--- config.mk ---
export PLATFORM = sky130hd
export DESIGN_NAME = multichannel_echo_pulse_timer_top
export DESIGN_NICKNAME = d
export VERILOG_FILES = /design/src/design/mept_pkg.sv /design/src/design/mept_div.sv /design/src/design/multichannel_echo_pulse_timer_top.sv
export SDC_FILE = /design/constraint.sdc
export NUM_CORES = 1
export LEC_CHECK = 0
export BUFFER_PORTS_ARGS = -buffer_cell sky130_fd_sc_hd__buf_2
export CORE_MARGIN = 2
export CORE_UTILIZATION = 40
export DETAILED_ROUTE_END_ITERATION = 12
export PLACE_DENSITY = 0.57
export SLEW_MARGIN = 25
export SYNTH_ARGS = -nofsm -noshare
export SYNTH_HDL_FRONTEND = slang
export SYNTH_SLANG_ARGS = --single-unit
export TNS_END_PERCENT = 5
--- constraint.sdc ---
create_clock -name clk -period 6.6 [get_ports clk]
set_clock_uncertainty 0.1 [all_clocks]
set_input_delay 1.32 -clock clk [delete_from_list [all_inputs] [get_ports clk]]
set_output_delay 1.32 -clock clk [all_outputs]
set_load 0.05 [all_outputs]
--- src/design/mept_pkg.sv ---
package mept_pkg;

  // Configuration register indexes
  localparam logic [1:0] CFG_CHANNEL_ENABLE  = 2'd0;
  localparam logic [1:0] CFG_RUN_ENABLE      = 2'd1;
  localparam logic [1:0] CFG_TICKS_PER_CM    = 2'd2;
  localparam logic [1:0] CFG_MAX_RANGE_TICKS = 2'd3;

  // Fixed field widths
  localparam int LEVEL_W = 8;
  localparam int TPC_W   = 16;
  localparam int RANGE_W = 24;
  localparam int PULSE_W = 24;
  localparam int DIST_W  = 16;
  localparam int CHAN_W  = 4;

  localparam logic [TPC_W-1:0]   TPC_RESET   = 16'd928;
  localparam logic [RANGE_W-1:0] RANGE_RESET = 24'd371200;
  localparam logic [DIST_W-1:0]  DIST_MAX    = 16'hFFFF;

  typedef enum logic [3:0] {
    ST_IDLE = 4'b0001,
    ST_SCAN = 4'b0010,
    ST_DIV  = 4'b0100,
    ST_EMIT = 4'b1000
  } mept_state_t;

endpackage

--- src/design/mept_div.sv ---
module mept_div
  import mept_pkg::*;
#(
  parameter int TIME_BITS = 24
) (
  input  logic                 clk,
  input  logic                 rst_n,
  input  logic                 start,
  input  logic [TIME_BITS-1:0] dividend,
  input  logic [TPC_W-1:0]     divisor,
  output logic                 done,
  output logic [DIST_W-1:0]    quotient
);

  localparam int CNT_W = $clog2(TIME_BITS + 1);

  logic [TIME_BITS-1:0] q_r;
  logic [TPC_W-1:0]     rem_r;
  logic [TPC_W-1:0]     dvs_r;
  logic [CNT_W-1:0]     cnt_r;
  logic                 busy_r;
  logic                 done_r;
  logic [TPC_W:0]       trial;
  logic                 fits;

  // One restoring step per cycle; a zero divisor gives all ones, which saturates
  assign trial = {rem_r, q_r[TIME_BITS-1]};
  assign fits  = trial >= {1'b0, dvs_r};

  always_ff @(posedge clk) begin
    if (!rst_n) begin
      busy_r <= 1'b0;
      done_r <= 1'b0;
      cnt_r  <= '0;
    end else begin
      done_r <= busy_r && !start && (cnt_r == CNT_W'(1));
      if (start) begin
        busy_r <= 1'b1;
        cnt_r  <= CNT_W'(TIME_BITS);
      end else if (busy_r) begin
        cnt_r <= cnt_r - CNT_W'(1);
        if (cnt_r == CNT_W'(1)) begin
          busy_r <= 1'b0;
        end
      end
    end
  end

  always_ff @(posedge clk) begin
    if (start) begin
      q_r   <= dividend;
      rem_r <= '0;
      dvs_r <= divisor;
    end else if (busy_r) begin
      if (fits) begin
        rem_r <= TPC_W'(trial - {1'b0, dvs_r});
      end else begin
        rem_r <= trial[TPC_W-1:0];
      end
      q_r <= {q_r[TIME_BITS-2:0], fits};
    end
  end

  assign done     = done_r;
  assign quotient = ((q_r >> DIST_W) != '0) ? DIST_MAX : q_r[DIST_W-1:0];

endmodule

--- src/design/multichannel_echo_pulse_timer_top.sv ---
// Multichannel echo pulse timer.
// Input stream: one beat per sampling tick, in_tdata holds the echo levels
// of the channels (bit n is channel n+1). Configuration: plain write port,
// index 0 channel enable, 1 run enable, 2 ticks per cm, 3 max range ticks.
// Output stream: one beat per falling edge on an enabled channel, channels
// in ascending order; out_tlast marks the final beat caused by one input.
// Per input beat: an accept step, then a scan of each channel in turn
// (up to 8), plus a divide for each falling edge by the bit-serial
// divider that turns pulse ticks into centimeters. With run enable low
// a beat is taken and dropped, and time does not advance. A result
// goes from the divider through the emit state to the output register.
// Reset clears the tick counter, previous levels, start times and config
// to their defaults; no clearing pass is needed. A result waits in the
// output register while the receiver stalls; scanning holds only when a
// second result is ready before the first is taken.
module multichannel_echo_pulse_timer_top
  import mept_pkg::*;
#(
  parameter int CHANNELS  = 8,
  parameter int TIME_BITS = 24
) (
  input  logic        clk,
  input  logic        rst_n,
  input  logic        in_tvalid,
  output logic        in_tready,
  input  logic [7:0]  in_tdata,   // [7:0] echo_levels
  output logic        out_tvalid,
  input  logic        out_tready,
  output logic [47:0] out_tdata,  // [3:0] channel, [27:4] pulse_ticks,
                                  // [43:28] distance_cm, [44] over_range
  output logic        out_tlast,  // last
  input  logic        cfg_we,
  input  logic [1:0]  cfg_index,
  input  logic [23:0] cfg_wdata
);

  // Only the channels carried on the input can ever see an edge
  localparam int LANES = (CHANNELS < LEVEL_W) ? CHANNELS : LEVEL_W;
  localparam int CH_W  = (LANES > 1) ? $clog2(LANES) : 1;
  localparam int CMP_W = (TIME_BITS > RANGE_W) ? TIME_BITS : RANGE_W;
  localparam logic [CH_W-1:0]    LAST_CH   = CH_W'(LANES - 1);
  localparam logic [LEVEL_W-1:0] LANE_MASK = LEVEL_W'((9'd1 << LANES) - 9'd1);

  // Configuration
  logic [LEVEL_W-1:0] chan_en_r;
  logic               run_r;
  logic [TPC_W-1:0]   tpc_r;
  logic [RANGE_W-1:0] max_range_r;

  always_ff @(posedge clk) begin
    if (!rst_n) begin
      chan_en_r   <= '0;
      run_r       <= 1'b0;
      tpc_r       <= TPC_RESET;
      max_range_r <= RANGE_RESET;
    end else if (cfg_we) begin
      case (cfg_index)
        CFG_CHANNEL_ENABLE:  chan_en_r   <= cfg_wdata[LEVEL_W-1:0];
        CFG_RUN_ENABLE:      run_r       <= cfg_wdata[0];
        CFG_TICKS_PER_CM:    tpc_r       <= cfg_wdata[TPC_W-1:0];
        CFG_MAX_RANGE_TICKS: max_range_r <= cfg_wdata[RANGE_W-1:0];
        default:             run_r       <= run_r;
      endcase
    end
  end

  // Sequencer state
  mept_state_t          state_r, state_nxt;
  logic [CH_W-1:0]      ch_r, ch_nxt;
  logic [LEVEL_W-1:0]   levels_r, levels_nxt;
  logic [LEVEL_W-1:0]   prev_r, prev_nxt;
  logic [LEVEL_W-1:0]   act_r, act_nxt;
  logic [LEVEL_W-1:0]   fall_r, fall_nxt;
  logic [TIME_BITS-1:0] time_r, time_nxt;
  logic [TIME_BITS-1:0] item_time_r, item_time_nxt;
  logic [TIME_BITS-1:0] ticks_r, ticks_nxt;

  // Output register
  logic                 out_valid_r, out_valid_nxt;
  logic [CHAN_W-1:0]    o_chan_r, o_chan_nxt;
  logic [PULSE_W-1:0]   o_pulse_r, o_pulse_nxt;
  logic [DIST_W-1:0]    o_dist_r, o_dist_nxt;
  logic                 o_over_r, o_over_nxt;
  logic                 o_last_r, o_last_nxt;

  // Start time store, one entry per lane
  logic [TIME_BITS-1:0] start_mem_r [LANES];
  logic [TIME_BITS-1:0] start_rd;
  logic                 start_we;

  logic                 div_start;
  logic                 div_done;
  logic [DIST_W-1:0]    div_q;
  logic [LEVEL_W-1:0]   ch_onehot;

  assign start_rd  = start_mem_r[ch_r];
  assign ch_onehot = LEVEL_W'(1) << ch_r;
  assign in_tready = (state_r == ST_IDLE);

  mept_div #(
    .TIME_BITS (TIME_BITS)
  ) u_div (
    .clk      (clk),
    .rst_n    (rst_n),
    .start    (div_start),
    .dividend (ticks_nxt),
    .divisor  (tpc_r),
    .done     (div_done),
    .quotient (div_q)
  );

  always_comb begin
    state_nxt     = state_r;
    ch_nxt        = ch_r;
    levels_nxt    = levels_r;
    prev_nxt      = prev_r;
    act_nxt       = act_r;
    fall_nxt      = fall_r;
    time_nxt      = time_r;
    item_time_nxt = item_time_r;
    ticks_nxt     = ticks_r;
    out_valid_nxt = out_valid_r;
    o_chan_nxt    = o_chan_r;
    o_pulse_nxt   = o_pulse_r;
    o_dist_nxt    = o_dist_r;
    o_over_nxt    = o_over_r;
    o_last_nxt    = o_last_r;
    start_we      = 1'b0;
    div_start     = 1'b0;

    // Drop the held beat once the receiver takes it
    if (out_valid_r && out_tready) begin
      out_valid_nxt = 1'b0;
    end

    case (state_r)
      ST_IDLE: begin
        if (in_tvalid && run_r) begin
          levels_nxt    = in_tdata;
          act_nxt       = chan_en_r & (in_tdata ^ prev_r) & LANE_MASK;
          fall_nxt      = chan_en_r & (in_tdata ^ prev_r) & LANE_MASK & ~in_tdata;
          prev_nxt      = in_tdata;
          item_time_nxt = time_r;
          time_nxt      = time_r + TIME_BITS'(1);
          ch_nxt        = '0;
          state_nxt     = ST_SCAN;
        end
      end
      ST_SCAN: begin
        if (act_r[ch_r] && !levels_r[ch_r]) begin
          // Falling edge: hand the pulse length to the divider
          ticks_nxt = item_time_r - start_rd;
          div_start = 1'b1;
          state_nxt = ST_DIV;
        end else begin
          // Rising edge stores the start time; otherwise skip the lane
          start_we = act_r[ch_r];
          if (ch_r == LAST_CH) begin
            state_nxt = ST_IDLE;
          end else begin
            ch_nxt = ch_r + CH_W'(1);
          end
        end
      end
      ST_DIV: begin
        if (div_done) begin
          state_nxt = ST_EMIT;
        end
      end
      ST_EMIT: begin
        if (!out_valid_r || out_tready) begin
          out_valid_nxt = 1'b1;
          o_chan_nxt    = CHAN_W'(ch_r) + CHAN_W'(1);
          o_pulse_nxt   = PULSE_W'(ticks_r);
          o_dist_nxt    = div_q;
          o_over_nxt    = CMP_W'(ticks_r) > CMP_W'(max_range_r);
          o_last_nxt    = (fall_r & ~ch_onehot) == '0;
          fall_nxt      = fall_r & ~ch_onehot;
          if (ch_r == LAST_CH) begin
            state_nxt = ST_IDLE;
          end else begin
            ch_nxt    = ch_r + CH_W'(1);
            state_nxt = ST_SCAN;
          end
        end
      end
      default: begin
        state_nxt = ST_IDLE;
      end
    endcase
  end

  always_ff @(posedge clk) begin
    if (!rst_n) begin
      state_r     <= ST_IDLE;
      out_valid_r <= 1'b0;
      time_r      <= '0;
      prev_r      <= '0;
      ch_r        <= '0;
      act_r       <= '0;
      fall_r      <= '0;
    end else begin
      state_r     <= state_nxt;
      out_valid_r <= out_valid_nxt;
      time_r      <= time_nxt;
      prev_r      <= prev_nxt;
      ch_r        <= ch_nxt;
      act_r       <= act_nxt;
      fall_r      <= fall_nxt;
    end
  end

  always_ff @(posedge clk) begin
    levels_r    <= levels_nxt;
    item_time_r <= item_time_nxt;
    ticks_r     <= ticks_nxt;
    o_chan_r    <= o_chan_nxt;
    o_pulse_r   <= o_pulse_nxt;
    o_dist_r    <= o_dist_nxt;
    o_over_r    <= o_over_nxt;
    o_last_r    <= o_last_nxt;
  end

  always_ff @(posedge clk) begin
    if (!rst_n) begin
      for (int i = 0; i < LANES; i++) begin
        start_mem_r[i] <= '0;
      end
    end else if (start_we) begin
      start_mem_r[ch_r] <= item_time_r;
    end
  end

  assign out_tvalid = out_valid_r;
  assign out_tlast  = o_last_r;
  assign out_tdata  = {3'b000, o_over_r, o_dist_r, o_pulse_r, o_chan_r};

endmodule
==> metrics.txt, run 1 <==
Gate power share=0.031; critical path class=reg2reg; Synth Area in Simple Gates=0.159; outcome=completed; adder-cell share of the synthesized area=0.0447; TritonCTS Sinks=465; vias per inst=5.26; compound-cell area share of the yosys netlist=0.0900; Post-Synth XOR/XNOR Area=0.0231; CTS Buffer Depth=3; I/O Buffers=86; worst-margin pin slew=976 ps; CP Launch Type=register; Synth top area share=0.430; H-Tree Depth=2; largest family of logic cells by synthesized area=simple AND/OR/NAND/NOR gates; Cell Rows=85; # diodes=0; Worst setup EP type=register; Clock Pin Slew Worst Setup and Hold Paths=60 ps; NetSw=1.35 mW; Layout area overhead=13.9%; GR Util All Layers=0.189; cell leakage power=8.98 nW; total power=6.39 mW; Fin. Hold Viols=0; VDD IR max=188 uV; Most used DFF post-synth=edfxtp_1; hold wc startpoint=tpc_r[11]; RSZ-0062 raised after global routing=no; drc violations=0; hold path endpoint=u_div.dvs_r[11]; pin count of the biggest net entering global routing=82; min cycle time layout=4140 ps; # Max-Cap Violations=0; Worst Reg2Reg Path Length in Cells=11; fraction of layout cells with a size suffix above 1=0.166; internal cell power=5.04 mW; Seq/Total Area, Yosys=0.574; number of flops mapped to enable cells by yosys=310; Layout Cells excl Fill=around 2.6k; mean post-synth cell area=12.0 um2; area of the core=0.0536 mm2; vias in the first global route=13.8k; # hold bufs at CTS=0; Final #Nets=1991; library cells used by synthesis=76; first-iteration detailed-routing DRC count=989; Post-DP HPWL=34500 um; Area contributors post-synth=edfxtp_1 43%, dfxtp_1 14%, and2_1 6.0%, mux4_2 5.3%, ha_1 4.3%; Final Slew Violations=0; r2r setup slk=2460 ps; Placed Cells incl. Taps=2518; post-CTS resize count=0; TritonRoute pass-1 iters=5; Syn Inst Count=1795; clk_lat worst skew=600 ps; Antenna Violating Nets Remaining=0; Fill cells=4851; # Post-CTS Setup Buffers=0; Synth async-reset ratio=0; Post-Syn Area=0.0216 mm2; GP Congestion=roughly 0.83; routed wire length=roughly 52000 um; setup TNS=0 ps; Data required, critical path=6820 ps; hold_ws=328 ps; hold crit path type=reg2reg; Final Setup Violations=0; grt total ovfl=0; first-pass GRT wire length=approximately 82000 um; share of the core filled with cells=0.460; Die Y=237 um; clock network power share=0.473; f_max=242 MHz; DR WL/cell=slightly below 20 um; CTS Buf Count=51; Sw Share=0.211; via count=about 14k; Slew Limit Headroom=0.348; CP arrival=about 4400 ps; share of power burned in registers=0.496; RR Endpoint=u_div.q_r[21]; CTS root buffer=clkbuf_16; yosys synthesis warning count=0; IO Count=90; pwr/cell area=260 mW/mm2; antenna violations before repair=0; CTS tree=yes; Initial Utilization=0.403; Critical Path Fanout Max=28; full die area=0.0559 mm2; area leader, netlist=edfxtp_1; crit share post-route=0.627; post-synthesis mux area share=0.0811; Die Wd=237 um; hold depth=0; Yosys reg bits=465
power by group through the flow:
stage               registers [mW]  logic (mW)  clock network (mW)
floorplan                     3.23       0.133                   0
global placement              3.23       0.200                   0
detailed placement            3.23       0.202                   0
CTS                           3.17       0.203                3.09
global route                  3.18       0.221                3.21
finish                        3.17       0.201                3.02
stage by stage:
step,area [um2],setup WS (ps)
6_report,24600,2460
5_1_grt,24600,2190
4_1_cts,24600,2140
2_1_floorplan,21600,2280
3_5_place_dp,22800,2180
3_3_place_gp,22800,2190
kinds of logic after synthesis:
kind of cell | Yosys count
other | 1
AO/OA/AOI/OAI | 296
XOR/XNOR | 57
multiplexers | 110
buffers and inverters | 144
AND/OR/NAND/NOR | 646
flip-flops | 465
adder cells (fa/ha/maj) | 76
critical path, cell delays in order (launching register included):
cell	delay, ps
dfxtp_2	730
buf_4	520
mux4_2	390
mux2i_1	340
ha_1	340
nand2_1	160
nor2_1	150
nand3_1	130
a2111oi_0	540
a21oi_1	110
xor2_1	230
o21ai_0	110
how the worst max path moves through the flow:
stage | endpoint | slack, ps | cells after the start
final | u_div.q_r[21] | 2460 | 11
after detailed placement | u_div.q_r[22] | 2180 | 12
after global routing | u_div.q_r[23] | 2190 | 11
after CTS | u_div.q_r[22] | 2140 | 12
after floorplan | fall_r[7] | 2280 | 5
after global placement | u_div.q_r[22] | 2190 | 12
layer usage:
metal / share of wire / GRT usage / vias up
li1: - / - / 6653
met1: 0.48 / 0.269 / 6761
met2: 0.46 / 0.303 / 279
met3: 0.042 / 0.0277 / 67
met4: 0.019 / 0.0460 / 0
met5: 0 / 0 / -
sequential cells by signal, indices dropped and copies added (netlist names), 8 cells and up, named ones only:
name,cells
act_r,8
chan_en_r,8
fall_r,8
item_time_r,24
levels_r,8
max_range_r,24
o_dist_r,16
o_pulse_r,24
prev_r,8
start_mem_r,192
ticks_r,24
time_r,24
tpc_r,16
u_div.dvs_r,16
u_div.q_r,24
u_div.rem_r,16
cells in the mapped netlist (all sizes together) (8+ instances only):
cell type  number
o21ai          69
a21oi          56
dfxtp         155
and3           14
nand4b          8
nand2         211
mux4           51
or2            23
xnor2          35
o21a           15
buf            48
and2          207
a21boi         64
nor2           46
or3             8
o211ai         11
xor2           22
clkbuf         37
a211oi          8
mux2i          48
inv            57
nor3           19
ha             74
nor2b          23
a31oi          11
edfxtp        310
mux2           11
nand3          37
a21o           17
nand4          17
layout make-up:
class	count	area, um2	area share
Clock buffer	68	1490	0.0603
Clock inverter	28	312	0.0126
Tap cell	696	871	0.0353
Sequential cell	465	12400	0.504
Inverter	59	221	0.00899
Multi-Input combinational cell	1188	8690	0.353
Timing Repair Buffer	111	641	0.0260
placed cells by master (no fill, tap or decap), types with 53 or more instances in the layout:
| cell type | Yosys | layout |
|---|---|---|
| a21boi_0 | 64 | 64 |
| o21ai_0 | 65 | 57 |
| a21oi_1 | 56 | 55 |
| and2_1 | 207 | 207 |
| dfxtp_1 | 155 | 153 |
| clkbuf_16 | 0 | 56 |
| nand2_1 | 210 | 210 |
| buf_2 | 33 | 85 |
| edfxtp_1 | 310 | 310 |
| ha_1 | 74 | 74 |
| inv_1 | 53 | 53 |
Note: power is estimated with default switching activity, not from simulation.
==> inputs of run 2 (changes only) <==
Clock period 6.6 ns to 4.09 ns, I/O delays scaled along.
==> metrics.txt, run 2 (synthesis gave the netlist of run 1 again) <==
Final Slew Violations=0; CTS Buf Count=between 50 and 60; CP max stage cell=mux4_2; routed wire length=53200 um; vias per inst=between 5 and 6; TritonRoute pass-1 iters=5; grt total ovfl=0; Register Area=0.0124 mm2; clk_lat worst skew=around 600 ps; CTS tree=yes; first-iteration detailed-routing DRC count=~1.0k; hold crit path type=reg2reg; DR WL/cell=20.2 um; GP Congestion=~0.9; post-CTS resize count=0; Die Wd=between 200 and 250 um; via count=14.0k; CTS Buffer Depth=3; area of the core=0.0536 mm2; Data required, critical path=4340 ps; pwr/cell area=405 mW/mm2; most common cell after layout, fill and taps aside=edfxtp_1; multi-input logic area=0.00866 mm2; CP arrival=3950 ps; Worst Reg2Reg Path Length in Cells=10; Cell Rows=85; Critical Path Max Stage Delay=530 ps; Die Y=approximately 240 um; Clock Pin Slew Worst Setup and Hold Paths=roughly 60 ps; Most flops, register=start_mem_r; min cycle time layout=~3700 ps; Worst Setup EP=u_div.q_r[13]; vias in the first global route=13.8k; share of the core filled with cells=0.459; Antenna Violating Nets Remaining=0; # hold bufs at CTS=0; most frequent cells in the layout=310 x edfxtp_1, 210 x nand2_1, 207 x and2_1, 153 x dfxtp_1, 85 x buf_2; I/O Buffers=86; hold_ws=330 ps; worst slack, placed=395 ps; GR Util All Layers=0.190; antenna violations before repair=2; H-Tree Depth=2; full die area=~0.056 mm2; setup TNS=0 ps; outcome=completed; crit share post-route=0.905; Layout area overhead=13.7%; Initial Utilization=0.403; RR Endpoint=u_div.q_r[13]; Fin. Hold Viols=0; r2r setup slk=390 ps; # Post-CTS Setup Buffers=0; critical path class=reg2reg; cell leakage power=8.98 nW; fraction of layout cells with a size suffix above 1=0.164; max FFs per register=192; CP cell instances=mux4_2 > mux2i_1 > ha_1 > nor2b_1 > o31a_1 > o311ai_1 > nand2_1 > a31oi_1 > xnor2_1 > mux2_2; final worst slack=389 ps; RSZ-0062 raised after global routing=no; Critical Path Fanout Max=11; TritonCTS Sinks=about 470; CTS root buffer=clkbuf_16; # diodes=0; VDD IR max=299 uV; CP Launch Type=register; drc violations=0; pin count of the biggest net entering global routing=67; Final Setup Violations=0; Worst setup EP type=register; f_max=270 MHz; Fill cells=4906; Slew Limit Headroom=0.366; Final #Nets=about 2k; Post-DP HPWL=35500 um; # Max-Cap Violations=0; worst-margin pin slew=948 ps; IO Count=90; first-pass GRT wire length=82100 um; total power=9.97 mW
## run 2: through the flow
stage               instances  area [um2]
detailed placement       2533       22900
CTS                      2629       24600
global route             2629       24600
finish                   2629       24600
floorplan                1797       21600
global placement         2533       22900
## run 2: how the worst min path moves through the flow
| stage | startpoint | cells after the start | slack, ps | end |
|---|---|---|---|---|
| 3_3_place_gp | tpc_r[10] | 0 | 310 | u_div.dvs_r[10] |
| 3_5_place_dp | tpc_r[14] | 0 | 320 | u_div.dvs_r[14] |
| 5_1_grt | in_tdata[2] | 1 | 330 | levels_r[2] |
| 4_1_cts | in_tdata[7] | 1 | 320 | levels_r[7] |
| 2_1_floorplan | tpc_r[0] | 0 | 310 | u_div.dvs_r[0] |
| 6_report | tpc_r[8] | 0 | 330 | u_div.dvs_r[8] |
## run 2: layout make-up
type | instances | share of cell area
clock inverter | 24 | 0.00768
multi-input combinational | 1188 | 0.352
sequential | 465 | 0.505
clock buffer | 72 | 0.0593
tap | 696 | 0.0354
timing repair buffer | 125 | 0.0315
inverter | 59 | 0.00901
## run 2: critical path, delay by kind of cell (launching register included)
kind	cells	cell delay [ps]
XOR/XNOR	1	150
flip-flops	1	510
AO/OA/AOI/OAI	3	1050
multiplexers	3	1060
adder cells (fa/ha/maj)	1	270
AND/OR/NAND/NOR	2	300
## run 2: per-layer routing
metal,routed length (um),GRT usage,vias up
met3,2650,0.0265,78
met4,1220,0.0564,0
met2,23900,0.293,366
li1,-,-,6684
met5,0,0,-
met1,25300,0.277,6871
## run 2: report_power, final
part,switching (mW),total [mW],internal (mW)
sequential,0.0384,5.12,5.08
combinational,0.207,0.327,0.119
clock,1.90,4.52,2.62
